`config.mk`:
```
export PLATFORM = sky130hd
export DESIGN_NAME = mouse_event_accumulator
export DESIGN_NICKNAME = d
export VERILOG_FILES = /design/src/rtl/mea_pkg.sv /design/src/rtl/mea_ram.sv /design/src/rtl/mouse_event_accumulator.sv
export VERILOG_INCLUDE_DIRS = /design/src /design/src/rtl
export SDC_FILE = /design/constraint.sdc
export NUM_CORES = 2
export LEC_CHECK = 0
export BUFFER_PORTS_ARGS = -buffer_cell sky130_fd_sc_hd__clkbuf_2
export CAP_MARGIN = 20
export CORE_UTILIZATION = 67
export DETAILED_ROUTE_END_ITERATION = 10
export PLACE_DENSITY_LB_ADDON = 0.08
export SLEW_MARGIN = 10
export SYNTH_ARGS = -nofsm -noshare
export SYNTH_HDL_FRONTEND = slang
export SYNTH_HIERARCHICAL = 1
export SYNTH_SLANG_ARGS = --single-unit
```
`constraint.sdc`:
```
create_clock -name clk -period 21.1 [get_ports clk]
set_input_delay 3.165 -clock clk [delete_from_list [all_inputs] [get_ports clk]]
set_output_delay 3.165 -clock clk [all_outputs]
set_load 0.03 [all_outputs]
```
`src/rtl/mouse_event_accumulator_assert.svh`:
```
// assertion macros for the mouse event accumulator rtl
// depends on nothing; included by files that carry concurrent assertions
`ifndef MOUSE_EVENT_ACCUMULATOR_ASSERT_SVH
`define MOUSE_EVENT_ACCUMULATOR_ASSERT_SVH

// property that must hold at every sampled edge out of reset
`define MEA_ASSERT_HOLDS(label, clk, rst, prop) \
  label: assert property (@(posedge clk) disable iff (rst) (prop)) \
    else $error("mea: invariant violated");

// same-cycle implication
`define MEA_ASSERT_IMP(label, clk, rst, ante, cons) \
  label: assert property (@(posedge clk) disable iff (rst) (ante) |-> (cons)) \
    else $error("mea: same-cycle implication violated");

// next-cycle implication
`define MEA_ASSERT_NEXT(label, clk, rst, ante, cons) \
  label: assert property (@(posedge clk) disable iff (rst) (ante) |=> (cons)) \
    else $error("mea: next-cycle implication violated");

`endif

```
`src/rtl/mea_pkg.sv`:
```
// shared types, constants and saturation helpers for the mouse event accumulator
// depends on nothing; used by mouse_event_accumulator and the testbench
package mea_pkg;

  localparam int DEFAULT_BUTTON_COUNT = 32;
  localparam int MAX_BUTTON_COUNT     = 64;
  localparam int STAMP_W              = 64;
  localparam int MOTION_W             = 16;
  localparam int WHEEL_W              = 32;
  localparam int BUTTON_NUM_W         = 16;
  localparam int MASK_W               = 32;

  localparam logic signed [MOTION_W:0] SAT_HI = 17'sd32767;
  localparam logic signed [MOTION_W:0] SAT_LO = -17'sd32767;
  localparam logic signed [WHEEL_W:0]  WHEEL_HI = 33'sd32767;
  localparam logic signed [WHEEL_W:0]  WHEEL_LO = -33'sd2147483648;

  typedef enum logic [2:0] {
    OP_MOVE        = 3'd0,
    OP_BUTTON_DOWN = 3'd1,
    OP_BUTTON_UP   = 3'd2,
    OP_WHEEL       = 3'd3,
    OP_READ_MOTION = 3'd4,
    OP_READ_WHEEL  = 3'd5,
    OP_CLEAR       = 3'd6,
    OP_READ_BUTTON = 3'd7
  } op_t;

  // accumulator plus delta, clamped to +/-32767
  function automatic logic signed [MOTION_W-1:0] sat_motion(
    input logic signed [MOTION_W-1:0] acc,
    input logic signed [MOTION_W-1:0] d
  );
    logic signed [MOTION_W:0] s;
    s = $signed({acc[MOTION_W-1], acc}) + $signed({d[MOTION_W-1], d});
    if (s > SAT_HI) begin
      s = SAT_HI;
    end else if (s < SAT_LO) begin
      s = SAT_LO;
    end
    return s[MOTION_W-1:0];
  endfunction

  // wheel total plus step, clamped to 32767 above and the 32-bit minimum below
  function automatic logic signed [WHEEL_W-1:0] sat_wheel(
    input logic signed [WHEEL_W-1:0] acc,
    input logic signed [WHEEL_W-1:0] d
  );
    logic signed [WHEEL_W:0] s;
    s = $signed({acc[WHEEL_W-1], acc}) + $signed({d[WHEEL_W-1], d});
    if (s > WHEEL_HI) begin
      s = WHEEL_HI;
    end else if (s < WHEEL_LO) begin
      s = WHEEL_LO;
    end
    return s[WHEEL_W-1:0];
  endfunction

endpackage

```
`src/rtl/mea_ram.sv`:
```
// generic single-write, single-read ram with registered read data
// depends on nothing; holds the per-button stamps of the accumulator
module mea_ram #(
  parameter int WIDTH = 64,
  parameter int DEPTH = 32,
  parameter int AW    = (DEPTH > 1) ? $clog2(DEPTH) : 1
) (
  input  logic             clk,
  input  logic             we,
  input  logic [AW-1:0]    waddr,
  input  logic [WIDTH-1:0] wdata,
  input  logic             re,
  input  logic [AW-1:0]    raddr,
  output logic [WIDTH-1:0] rdata
);

  logic [WIDTH-1:0] mem [DEPTH];

  always_ff @(posedge clk) begin
    if (we) begin
      mem[waddr] <= wdata;
    end
    if (re) begin
      rdata <= mem[raddr];
    end
  end

endmodule

```
`src/rtl/mouse_event_accumulator.sv`:
```
// mouse event accumulator top level: input register, event logic, result register
// depends on mea_pkg, mea_ram and mouse_event_accumulator_assert.svh
//
// Takes one mouse event or host request per item on the ev channel and returns
// exactly one result item per input item on the res channel. Each item is
// captured in an input register (the per-button stamp ram is read on the
// same edge), all of its work is done by the logic between that register and
// the result register, and a new item is taken every cycle as long as the result
// register is free or being emptied, which is also when the input register
// hands its item on to the result register. Move events add into X and Y
// accumulators clamped to +/-32767, wheel events add into a wheel total clamped
// to 32767 above and the 32-bit minimum below, and button down/up events set or
// clear one bit of the pressed mask. An event whose stamp equals the last
// accepted stamp of its kind (per button for buttons) is dropped; stamps reset
// to zero. Events take effect only while the enabled register is set; requests
// always work. Read motion and read wheel return the accumulators and clear
// them, clear zeroes accumulators and mask but keeps stamps. The user must write
// the enabled register through cfg only while the block is idle; the block
// itself does not enforce this. There is no clearing pass: stamp ram entries
// carry a valid bit that reset clears.
module mouse_event_accumulator #(
  parameter int BUTTON_COUNT = mea_pkg::DEFAULT_BUTTON_COUNT
) (
  input  logic                                 clk,
  input  logic                                 rst,
  // configuration write
  input  logic                                 cfg_valid,
  output logic                                 cfg_ready,
  input  logic                                 cfg_enabled,
  // event / request items
  input  logic                                 ev_valid,
  output logic                                 ev_ready,
  input  logic [2:0]                           op,
  input  logic [mea_pkg::STAMP_W-1:0]          stamp,
  input  logic signed [mea_pkg::MOTION_W-1:0]  move_x,
  input  logic signed [mea_pkg::MOTION_W-1:0]  move_y,
  input  logic signed [mea_pkg::WHEEL_W-1:0]   wheel_step,
  input  logic [mea_pkg::BUTTON_NUM_W-1:0]     button_number,
  // result items
  output logic                                 res_valid,
  input  logic                                 res_ready,
  output logic                                 handled,
  output logic signed [mea_pkg::MOTION_W-1:0]  motion_x,
  output logic signed [mea_pkg::MOTION_W-1:0]  motion_y,
  output logic signed [mea_pkg::WHEEL_W-1:0]   wheel_total,
  output logic [mea_pkg::MASK_W-1:0]           button_mask,
  output logic                                 button_pressed
);

  `include "mouse_event_accumulator_assert.svh"

  // button index width, at least one bit
  localparam int IW = (BUTTON_COUNT > 1) ? $clog2(BUTTON_COUNT) : 1;
  localparam logic [mea_pkg::BUTTON_NUM_W-1:0] BTN_LIMIT =
    mea_pkg::BUTTON_NUM_W'(BUTTON_COUNT);

  // architectural state
  logic                                enabled;
  logic signed [mea_pkg::MOTION_W-1:0] acc_x;
  logic signed [mea_pkg::MOTION_W-1:0] acc_y;
  logic signed [mea_pkg::WHEEL_W-1:0]  acc_wheel;
  logic [BUTTON_COUNT-1:0]             pressed_bits;
  logic [BUTTON_COUNT-1:0]             stamp_valid;
  logic [mea_pkg::STAMP_W-1:0]         motion_stamp;
  logic [mea_pkg::STAMP_W-1:0]         wheel_stamp;

  // input register stage
  logic                                a_valid;
  mea_pkg::op_t                        a_op;
  logic [mea_pkg::STAMP_W-1:0]         a_stamp;
  logic signed [mea_pkg::MOTION_W-1:0] a_move_x;
  logic signed [mea_pkg::MOTION_W-1:0] a_move_y;
  logic signed [mea_pkg::WHEEL_W-1:0]  a_wheel_step;
  logic [mea_pkg::BUTTON_NUM_W-1:0]    a_button_number;
  // forward of a stamp written on the same edge the ram was read
  logic                                byp;
  logic [mea_pkg::STAMP_W-1:0]         byp_stamp;

  logic                                ev_accept;
  logic                                a_adv;
  logic                                commit;

  // incoming button index for the stamp ram read
  logic [mea_pkg::BUTTON_NUM_W-1:0]    ev_idx16;

  // stage logic
  logic [mea_pkg::BUTTON_NUM_W-1:0]    idx16;
  logic                                btn_ok;
  logic [IW-1:0]                       bidx;
  logic                                q_ok;
  logic [IW-1:0]                       qidx;
  logic [mea_pkg::STAMP_W-1:0]         ram_q;
  logic [mea_pkg::STAMP_W-1:0]         kept_stamp;
  logic                                btn_we;

  logic signed [mea_pkg::MOTION_W-1:0] acc_x_next;
  logic signed [mea_pkg::MOTION_W-1:0] acc_y_next;
  logic signed [mea_pkg::WHEEL_W-1:0]  acc_wheel_next;
  logic [BUTTON_COUNT-1:0]             pressed_bits_next;
  logic [mea_pkg::STAMP_W-1:0]         motion_stamp_next;
  logic [mea_pkg::STAMP_W-1:0]         wheel_stamp_next;
  logic                                handled_next;
  logic signed [mea_pkg::MOTION_W-1:0] motion_x_next;
  logic signed [mea_pkg::MOTION_W-1:0] motion_y_next;
  logic signed [mea_pkg::WHEEL_W-1:0]  wheel_total_next;
  logic                                button_pressed_next;
  logic [mea_pkg::MAX_BUTTON_COUNT-1:0] mask_wide;

  // handshakes: the input register moves on whenever the result register is free
  // or being emptied, so one item enters per cycle
  assign cfg_ready = 1'b1;
  assign a_adv     = !res_valid || res_ready;
  assign ev_ready  = !a_valid || a_adv;
  assign ev_accept = ev_valid && ev_ready;
  assign commit    = a_valid && a_adv;

  assign ev_idx16 = button_number - mea_pkg::BUTTON_NUM_W'(1);

  // per-button stamps live in a ram read on the accept edge
  mea_ram #(
    .WIDTH(mea_pkg::STAMP_W),
    .DEPTH(BUTTON_COUNT),
    .AW   (IW)
  ) u_stamp_ram (
    .clk  (clk),
    .we   (btn_we),
    .waddr(bidx),
    .wdata(a_stamp),
    .re   (ev_accept),
    .raddr(ev_idx16[IW-1:0]),
    .rdata(ram_q)
  );

  // button decode for the item in the input register
  assign idx16  = a_button_number - mea_pkg::BUTTON_NUM_W'(1);
  assign btn_ok = idx16 < BTN_LIMIT;
  assign bidx   = idx16[IW-1:0];
  assign q_ok   = a_button_number < BTN_LIMIT;
  assign qidx   = a_button_number[IW-1:0];

  // never-written entries read as stamp zero
  always_comb begin
    if (byp) begin
      kept_stamp = byp_stamp;
    end else if (btn_ok && stamp_valid[bidx]) begin
      kept_stamp = ram_q;
    end else begin
      kept_stamp = '0;
    end
  end

  // all the work of one item
  always_comb begin
    acc_x_next          = acc_x;
    acc_y_next          = acc_y;
    acc_wheel_next      = acc_wheel;
    pressed_bits_next   = pressed_bits;
    motion_stamp_next   = motion_stamp;
    wheel_stamp_next    = wheel_stamp;
    handled_next        = 1'b0;
    motion_x_next       = '0;
    motion_y_next       = '0;
    wheel_total_next    = '0;
    button_pressed_next = 1'b0;
    btn_we              = 1'b0;

    unique case (a_op)
      mea_pkg::OP_MOVE: begin
        if (enabled && a_stamp != motion_stamp) begin
          acc_x_next        = mea_pkg::sat_motion(acc_x, a_move_x);
          acc_y_next        = mea_pkg::sat_motion(acc_y, a_move_y);
          motion_stamp_next = a_stamp;
          handled_next      = 1'b1;
        end
      end
      mea_pkg::OP_BUTTON_DOWN, mea_pkg::OP_BUTTON_UP: begin
        if (enabled && btn_ok && a_stamp != kept_stamp) begin
          pressed_bits_next[bidx] = (a_op == mea_pkg::OP_BUTTON_DOWN);
          handled_next            = 1'b1;
          btn_we                  = commit;
        end
      end
      mea_pkg::OP_WHEEL: begin
        if (enabled && a_stamp != wheel_stamp) begin
          acc_wheel_next   = mea_pkg::sat_wheel(acc_wheel, a_wheel_step);
          wheel_stamp_next = a_stamp;
          handled_next     = 1'b1;
        end
      end
      mea_pkg::OP_READ_MOTION: begin
        motion_x_next = acc_x;
        motion_y_next = acc_y;
        acc_x_next    = '0;
        acc_y_next    = '0;
      end
      mea_pkg::OP_READ_WHEEL: begin
        wheel_total_next = acc_wheel;
        acc_wheel_next   = '0;
      end
      mea_pkg::OP_CLEAR: begin
        acc_x_next        = '0;
        acc_y_next        = '0;
        acc_wheel_next    = '0;
        pressed_bits_next = '0;
      end
      mea_pkg::OP_READ_BUTTON: begin
        button_pressed_next = q_ok && pressed_bits[qidx];
      end
    endcase
  end

  // mask output is the low bits of the pressed state after the item
  assign mask_wide = mea_pkg::MAX_BUTTON_COUNT'(pressed_bits_next);

  // configuration register
  always_ff @(posedge clk) begin
    if (rst) begin
      enabled <= 1'b0;
    end else if (cfg_valid && cfg_ready) begin
      enabled <= cfg_enabled;
    end
  end

  // input register; the bypass catches a stamp written on the edge the ram is read
  always_ff @(posedge clk) begin
    if (rst) begin
      a_valid <= 1'b0;
      byp     <= 1'b0;
    end else begin
      if (ev_accept) begin
        a_valid <= 1'b1;
        byp     <= btn_we && (bidx == ev_idx16[IW-1:0]);
      end else if (a_adv) begin
        a_valid <= 1'b0;
      end
    end
  end

  always_ff @(posedge clk) begin
    if (ev_accept) begin
      a_op            <= mea_pkg::op_t'(op);
      a_stamp         <= stamp;
      a_move_x        <= move_x;
      a_move_y        <= move_y;
      a_wheel_step    <= wheel_step;
      a_button_number <= button_number;
      byp_stamp       <= a_stamp;
    end
  end

  // state update when the item moves into the result register
  always_ff @(posedge clk) begin
    if (rst) begin
      acc_x        <= '0;
      acc_y        <= '0;
      acc_wheel    <= '0;
      pressed_bits <= '0;
      stamp_valid  <= '0;
      motion_stamp <= '0;
      wheel_stamp  <= '0;
    end else if (commit) begin
      acc_x        <= acc_x_next;
      acc_y        <= acc_y_next;
      acc_wheel    <= acc_wheel_next;
      pressed_bits <= pressed_bits_next;
      motion_stamp <= motion_stamp_next;
      wheel_stamp  <= wheel_stamp_next;
      if (btn_we) begin
        stamp_valid[bidx] <= 1'b1;
      end
    end
  end

  // result register
  always_ff @(posedge clk) begin
    if (rst) begin
      res_valid <= 1'b0;
    end else if (commit) begin
      res_valid <= 1'b1;
    end else if (res_ready) begin
      res_valid <= 1'b0;
    end
  end

  always_ff @(posedge clk) begin
    if (commit) begin
      handled        <= handled_next;
      motion_x       <= motion_x_next;
      motion_y       <= motion_y_next;
      wheel_total    <= wheel_total_next;
      button_mask    <= mask_wide[mea_pkg::MASK_W-1:0];
      button_pressed <= button_pressed_next;
    end
  end

  // motion accumulators never reach the negative extreme
  `MEA_ASSERT_HOLDS(a_motion_range, clk, rst, acc_x != 16'sh8000 && acc_y != 16'sh8000)
  // wheel total never exceeds its upper clamp
  `MEA_ASSERT_HOLDS(a_wheel_range, clk, rst, !(acc_wheel > 32'sd32767))
  // stamp ram is written only by an item leaving the input register
  `MEA_ASSERT_IMP(a_ram_write, clk, rst, btn_we, a_valid && a_adv && btn_ok)
  // input stalls only when both stages are full and the result is held
  `MEA_ASSERT_IMP(a_stall_cause, clk, rst, !ev_ready, a_valid && res_valid && !res_ready)
  // read motion leaves the accumulators cleared
  `MEA_ASSERT_NEXT(a_read_clears, clk, rst, commit && a_op == mea_pkg::OP_READ_MOTION, acc_x == 16'sd0 && acc_y == 16'sd0)

endmodule

```
# After elaboration in Yosys (flattened, before gate mapping)
# Memory sizes are Yosys's and may differ from the RTL's. A register that Yosys moved wholly into a read port is not among the register bits.
# Index checks and enable logic that the tools add are counted.
# Widths: inputs -> output; s select.
[totals]
mem_count = 1
regBits = 569
out_inout_bits = 101
wordCells = 117
ram_bits = 2048
[mem_list]
columns = ["memory", "words", "word_bits", "read_ports", "rd_ports_with_merged_regs", "write_ports", "line_no", "rtl"]
rows = [
  ["u_stamp_ram.mem", 32, 64, 1, 1, 1, "mea_ram.sv:17", "logic [WIDTH-1:0] mem [DEPTH];"],
]
[op_classes]
magnitude_cmp = 11
n_reduce_logical = 27
mux = 35
bitwise_logic = 1
n_eq_ne = 13
add_sub_neg = 5
[op_table]
columns = ["op", "n"]
rows = [
  ["$ne 64x64->1", 3],
  ["$mux 32", 4],
  ["$mux 64", 2],
  ["$pmux 32 s2", 2],
  ["$mux 16", 6],
  ["$pmux 16 s2", 2],
  ["$add 16x16->17", 2],
  ["$gt 17x16->1 const B", 2],
  ["$lt 17x16->1 const B", 2],
  ["$add 32x32->33", 1],
  ["$gt 33x16->1 const B", 1],
  ["$lt 33x32->1 const B", 1],
  ["$bwmux 32", 1],
  ["$lt 16x6->1 const B", 2],
  ["$or 32x32->32", 1],
  ["$sub 16x1->16 const B", 1],
  ["$mux 1", 14],
  ["$eq 3x3->1 const B", 4],
  ["$lt 5x6->1 const B", 2],
  ["$reduce_and 3->1", 4],
  ["$bmux 1 s5", 2],
  ["$logic_and 1x1->1", 10],
  ["$reduce_bool 2->1", 4],
  ["$eq 3x2->1 const B", 2],
  ["other kinds (12)", 17],
]

# Logic depth before layout (Yosys ltp)
[depth]
ltp_word = 12
ltp_mapped = 19
depth_no_buf = 15

# Cells and area by module
# Netlist, hierarchy kept.
[by_module_without_submodules]
columns = ["mod", "instances", "seq_area_each_um2", "cells_each", "area_each_um2"]
rows = [
  ["mea_ram", 1, 63420.8, 3096, 79605.1],
  ["mouse_event_accumulator", 1, 14483.9, 2773, 28526.1],
]

# Worst setup path after synthesis
# No wires, ideal clock.
[synth_timing]
kind = "input -> register"
from = "in res_ready"
to = "mem u_stamp_ram.mem[28][0], enable pin"
arrival_ns = 10.736
required_time_ns = 20.613
n_path_buf = 3
cell_stages = 10
setup_ns = 0.487
slack_ns = 9.877
path_cell_list = "nor2b_1 > nand2b_1 > clkbuf_1 > clkinv_1 > clkbuf_1 > nand3_2 > inv_1 > or3b_2 > clkbuf_1 > nor2_1"
[synth_via]
elab_chain_cells = 6
[synth_lines]
columns = ["item", "line_no", "rtl"]
rows = [
  ["from (decl)", "mouse_event_accumulator.sv:41", "input logic res_ready,"],
  ["$logic_or 1x1->1", "mouse_event_accumulator.sv:112", "assign a_adv = !res_valid || res_ready;"],
  ["$logic_and 1x1->1", "mouse_event_accumulator.sv:115", "assign commit = a_valid && a_adv;"],
  ["via commit", "mouse_event_accumulator.sv:81", "logic commit;"],
  ["$mux 1", "mouse_event_accumulator.sv:177", "if (enabled && btn_ok && a_stamp != kept_stamp) begin"],
  ["$mux 1", "mouse_event_accumulator.sv:167", "unique case (a_op)"],
  ["via btn_we", "mouse_event_accumulator.sv:94", "logic btn_we;"],
  ["$mux 1", "mea_ram.sv:20", "if (we) begin"],
  ["$mux 1 (not written as such)", "mea_ram.sv:21", "mem[waddr] <= wdata;"],
  ["to (decl)", "mea_ram.sv:17", ""],
]
# The timed path passes the listed nets, and every way through them passes these cells.

# Worst setup path in the final report
[layout_timing]
from = "reg a_button_number[0] (netlist bit)"
to = "mem u_stamp_ram.mem[14][18], enable pin"
[layout_via]
elab_chain_cells = 12
[layout_lines]
columns = ["item", "line_no", "rtl"]
rows = [
  ["from (decl)", "mouse_event_accumulator.sv:74", "logic [mea_pkg::BUTTON_NUM_W-1:0] a_button_number;"],
  ["from (signal assigned)", "mouse_event_accumulator.sv:246", "a_button_number <= button_number;"],
  ["$sub 16x1->16 (*)", "mouse_event_accumulator.sv:135", "assign idx16 = a_button_number - mea_pkg::BUTTON_NUM_W'(1);"],
  ["via idx16 (one bit)", "mouse_event_accumulator.sv:87", "logic [mea_pkg::BUTTON_NUM_W-1:0] idx16;"],
  ["parallel branches: the longest is 6 deep, another holds $lt 16x6->1", "n/a", ""],
  ["$logic_and 1x1->1 (*)", "mouse_event_accumulator.sv:177", ""],
  ["$mux 1 (*)", "mouse_event_accumulator.sv:177", ""],
  ["$mux 1 (*)", "mouse_event_accumulator.sv:167", ""],
  ["via btn_we", "mouse_event_accumulator.sv:94", ""],
  ["$mux 1 (*)", "mea_ram.sv:20", ""],
  ["$mux 1 (not written as such) (*)", "mea_ram.sv:21", ""],
]
# Mark *: on every way through the listed nets, which the timed path passes. The select of a mux whose other input is x is not followed.

==> impl_metrics.tcl <==
set metrics [dict create \
    status "finished clean" \
    regToRegSetupSlack_ns 12.19 \
    dp_hpwl_microns 177000 \
    tns_ns 0 \
    synth-seq-cells 2681 \
    hold_path.startpoint "stamp_valid[11]$_SDFFE_PP0P_" \
    drv_cap 0 \
    clk_path_buf_depth 4 \
    hp-class "reg -> reg" \
    numCtsBuffers 282 \
    p_total_mw 11.3 \
    cts_max_level 5 \
    syn-cell-area_sq_mm 0.108 \
    grt_pass1_wl_microns 434000 \
    cts_root_buf "clkbuf_16" \
    drv_slew 0 \
    grt_max_degree 113 \
    die_y_microns 404 \
    post_cts_buffers 0 \
    route.vias.total 61612 \
    timing.critical_path.to "u_stamp_ram/mem[14][18]$_DFFE_PP_" \
    ys_seq_area_share_pct 72.0 \
    wl_microns 308000 \
    core-area_sq_mm 0.160 \
    start_kind "register" \
    power_leakage_nw 39.8 \
    max-slew-margin-rel_pct 18.1 \
    synth_mux_area_share_pct 15.0 \
    synth_simple_gate_area_share_pct 4.08 \
    worstMarginPinSlew_ns 1.23 \
    grt_overflow_total 0 \
    final.period_utilization_pct 42.2 \
    synth_top_family_by_area "multiplexers" \
    detail-route-antenna-nets 0 \
    io_pins 254 \
    gp_congestion 0.970 \
    port_buffers 252 \
    area_growth_pct 12.0 \
    drtIter0Drc 9322 \
    setup_viol 0 \
    worstReg2RegEnd "u_stamp_ram/mem[14][18]$_DFFE_PP_" \
    synthesis.nets 6094 \
    synthCells 5869 \
    min_period_ns 8.91 \
    cts_hold_buf 0 \
    skew_ns 0.0786 \
    worstSkewPairLatency_ns 0.94 \
    vias_per_cell 7.13 \
    synth_cell_types 90 \
    wire_per_inst_microns 35.7 \
    worstReg2RegStart "a_button_number[0]$_DFFE_PP_" \
    synth_edf_count 2421 \
    hold_violations 0 \
    placed_cells 8138 \
    synth_compound_area_share_pct 4.36 \
    dr.pass1.iters 9 \
    synthAdderAreaFrac_pct 0.863 \
    cellPowerDensity_mw_per_mm2 93.5 \
    grt_pass1_vias 59884 \
    ys_async_sr_fraction_pct 0 \
    rr_worst_depth 17 \
    num_rows 147 \
    cp.arrival_ns 9.44 \
    fmax_mhz 112 \
    drc 0 \
    yosys_warnings 6 \
    fin_hold_ws_ns 0.460 \
    start_util_pct 67.4 \
    antenna_found_initial 20 \
    post_cts_resized 0 \
    critPathMaxFanout 47 \
    die-width_microns 404 \
    worstSetupEndpointType "register" \
    rsz0062_at_grt "no" \
    drive_above_1_share_pct 24.5 \
    fin_cells 8639 \
    nets 6494 \
    cts_tree "done" \
    path_clk_slew_ns 0.06 \
    synthXorXnorAreaFrac_pct 1.81 \
    cp.required_ns 21.63 \
    worst-setup-path-type "reg -> reg" \
    startpoint "a_button_number[0]$_DFFE_PP_" \
    synth-main-ff-cell "edfxtp_1" \
    avgSynthCellArea_sq_um 18.4 \
    cts.sink_count 2681 \
    globalRouteTotalUtil_pct 38.2 \
    ir_drop_v 0.000109 \
    fin_util_pct 75.5 \
    fp.dieArea_sq_mm 0.163 \
]
-- registers in the layout, summed over array words and instances (netlist names), 32 cells and up --
register           count
a_wheel_step          32
stamp_valid           32
motion_stamp          64
acc_wheel             32
button_mask           32
u_stamp_ram/mem     2048
byp_stamp             64
u_stamp_ram/rdata     64
a_stamp               64
pressed_bits          32
wheel_stamp           64
wheel_total           32
-- cells by family after synthesis --
group                    count (synthesis)
XOR/XNOR                               223
adder cells (fa/ha/maj)                 73
multiplexers                           840
other                                    1
AND/OR/NAND/NOR                        891
AO/OA/AOI/OAI                          687
buffers and inverters                  473
flip-flops                            2681
-- area by class of cell --
type / instances / area, sq um
flip-flops and latches: 2681 / 77900
clock inverters: 114 / 826
fillers: 8893 / 39300
repair buffers: 444 / 2840
well taps: 2160 / 2700
diodes: 10 / 25.0
inverters: 145 / 569
multi-input cells: 2715 / 28600
clock buffers: 370 / 7620
-- Yosys cell counts (all sizes together), types with 18 or more instances --
master	number	share of area (%)
o21bai	21	0.15
a22oi	29	0.20
mux2i	141	1.3
and2	78	0.45
buf	118	0.57
nor3	42	0.19
a21oi	143	0.66
nor4	45	0.27
o211ai	22	0.15
dfxtp	260	4.8
xor2	54	0.44
nor2	320	1.1
nand3	64	0.31
mux4	620	13
edfxtp	2421	67
a21o	26	0.18
or3	19	0.11
nor2b	18	0.10
a211oi	27	0.19
a31oi	31	0.18
o31ai	19	0.13
nand4	52	0.30
mux2	79	0.82
o21ai	117	0.54
a22o	21	0.17
nand2	153	0.53
xnor2	169	1.4
a221oi	24	0.21
ha	69	0.80
nand2b	28	0.16
o22ai	51	0.30
inv	141	0.49
clkbuf	210	0.73
o2bb2ai	25	0.20
-- cells in the final DEF (no fill, tap or decap), types with 141 or more instances in the layout --
cell       instances
buf_4            180
mux4_2           620
edfxtp_1        2421
nand2_1          152
xnor2_1          169
a21oi_1          143
clkbuf_16        289
mux2i_1          141
nor2_1           286
dfxtp_1          259
clkbuf_2         252
-- critical path, cell delays in order (launching register included) --
cell and delay (ns):
edfxtp_1 0.32, buf_4 0.36, inv_1 0.28, ha_1 0.44
xnor2_1 0.21, inv_1 0.59, nand2_1 0.15, and3_1 0.25
a2111oi_2 0.71, a21oi_1 0.15, o21ai_0 0.19, o31a_1 0.34
o41a_1 0.89, nand3_2 0.44, inv_1 0.29, nand3b_1 0.75
nor2_4 1.14, buf_4 0.93
-- per-stage QoR --
| step | worst slack, ns | area (sq um) |
|---|---|---|
| 2_1_floorplan | 9.88 | 108000 |
| 3_3_place_gp | 12.59 | 113000 |
| 3_5_place_dp | 12.49 | 113000 |
| 4_1_cts | 12.44 | 121000 |
| 5_1_grt | 11.90 | 121000 |
| 6_report | 12.19 | 121000 |
-- power by group --
group / internal [mW] / switching (mW)
logic: 0.286 / 0.488
registers: 5.84 / 0.0645
clock network: 2.66 / 1.98
-- per-layer routing --
layer / global-route usage (%) / share of wire, % / vias up
met5: 0 / 0.026 / -
met2: 59.0 / 46 / 4923
met4: 17.9 / 5.4 / 12
met1: 51.9 / 35 / 31292
li1: - / - / 24487
met3: 9.75 / 14 / 898
-- worst min-delay path by stage --
stage	endpoint	slack, ns	cells past startpoint
floorplan	stamp_valid[13]$_SDFFE_PP0P_	0.43	1
global placement	stamp_valid[27]$_SDFFE_PP0P_	0.45	2
detailed placement	stamp_valid[11]$_SDFFE_PP0P_	0.45	2
CTS	stamp_valid[11]$_SDFFE_PP0P_	0.46	2
global route	acc_y[0]$_SDFFE_PP0P_	0.48	2
finish	stamp_valid[11]$_SDFFE_PP0P_	0.46	2
Note: power is estimated with default switching activity, not from simulation.
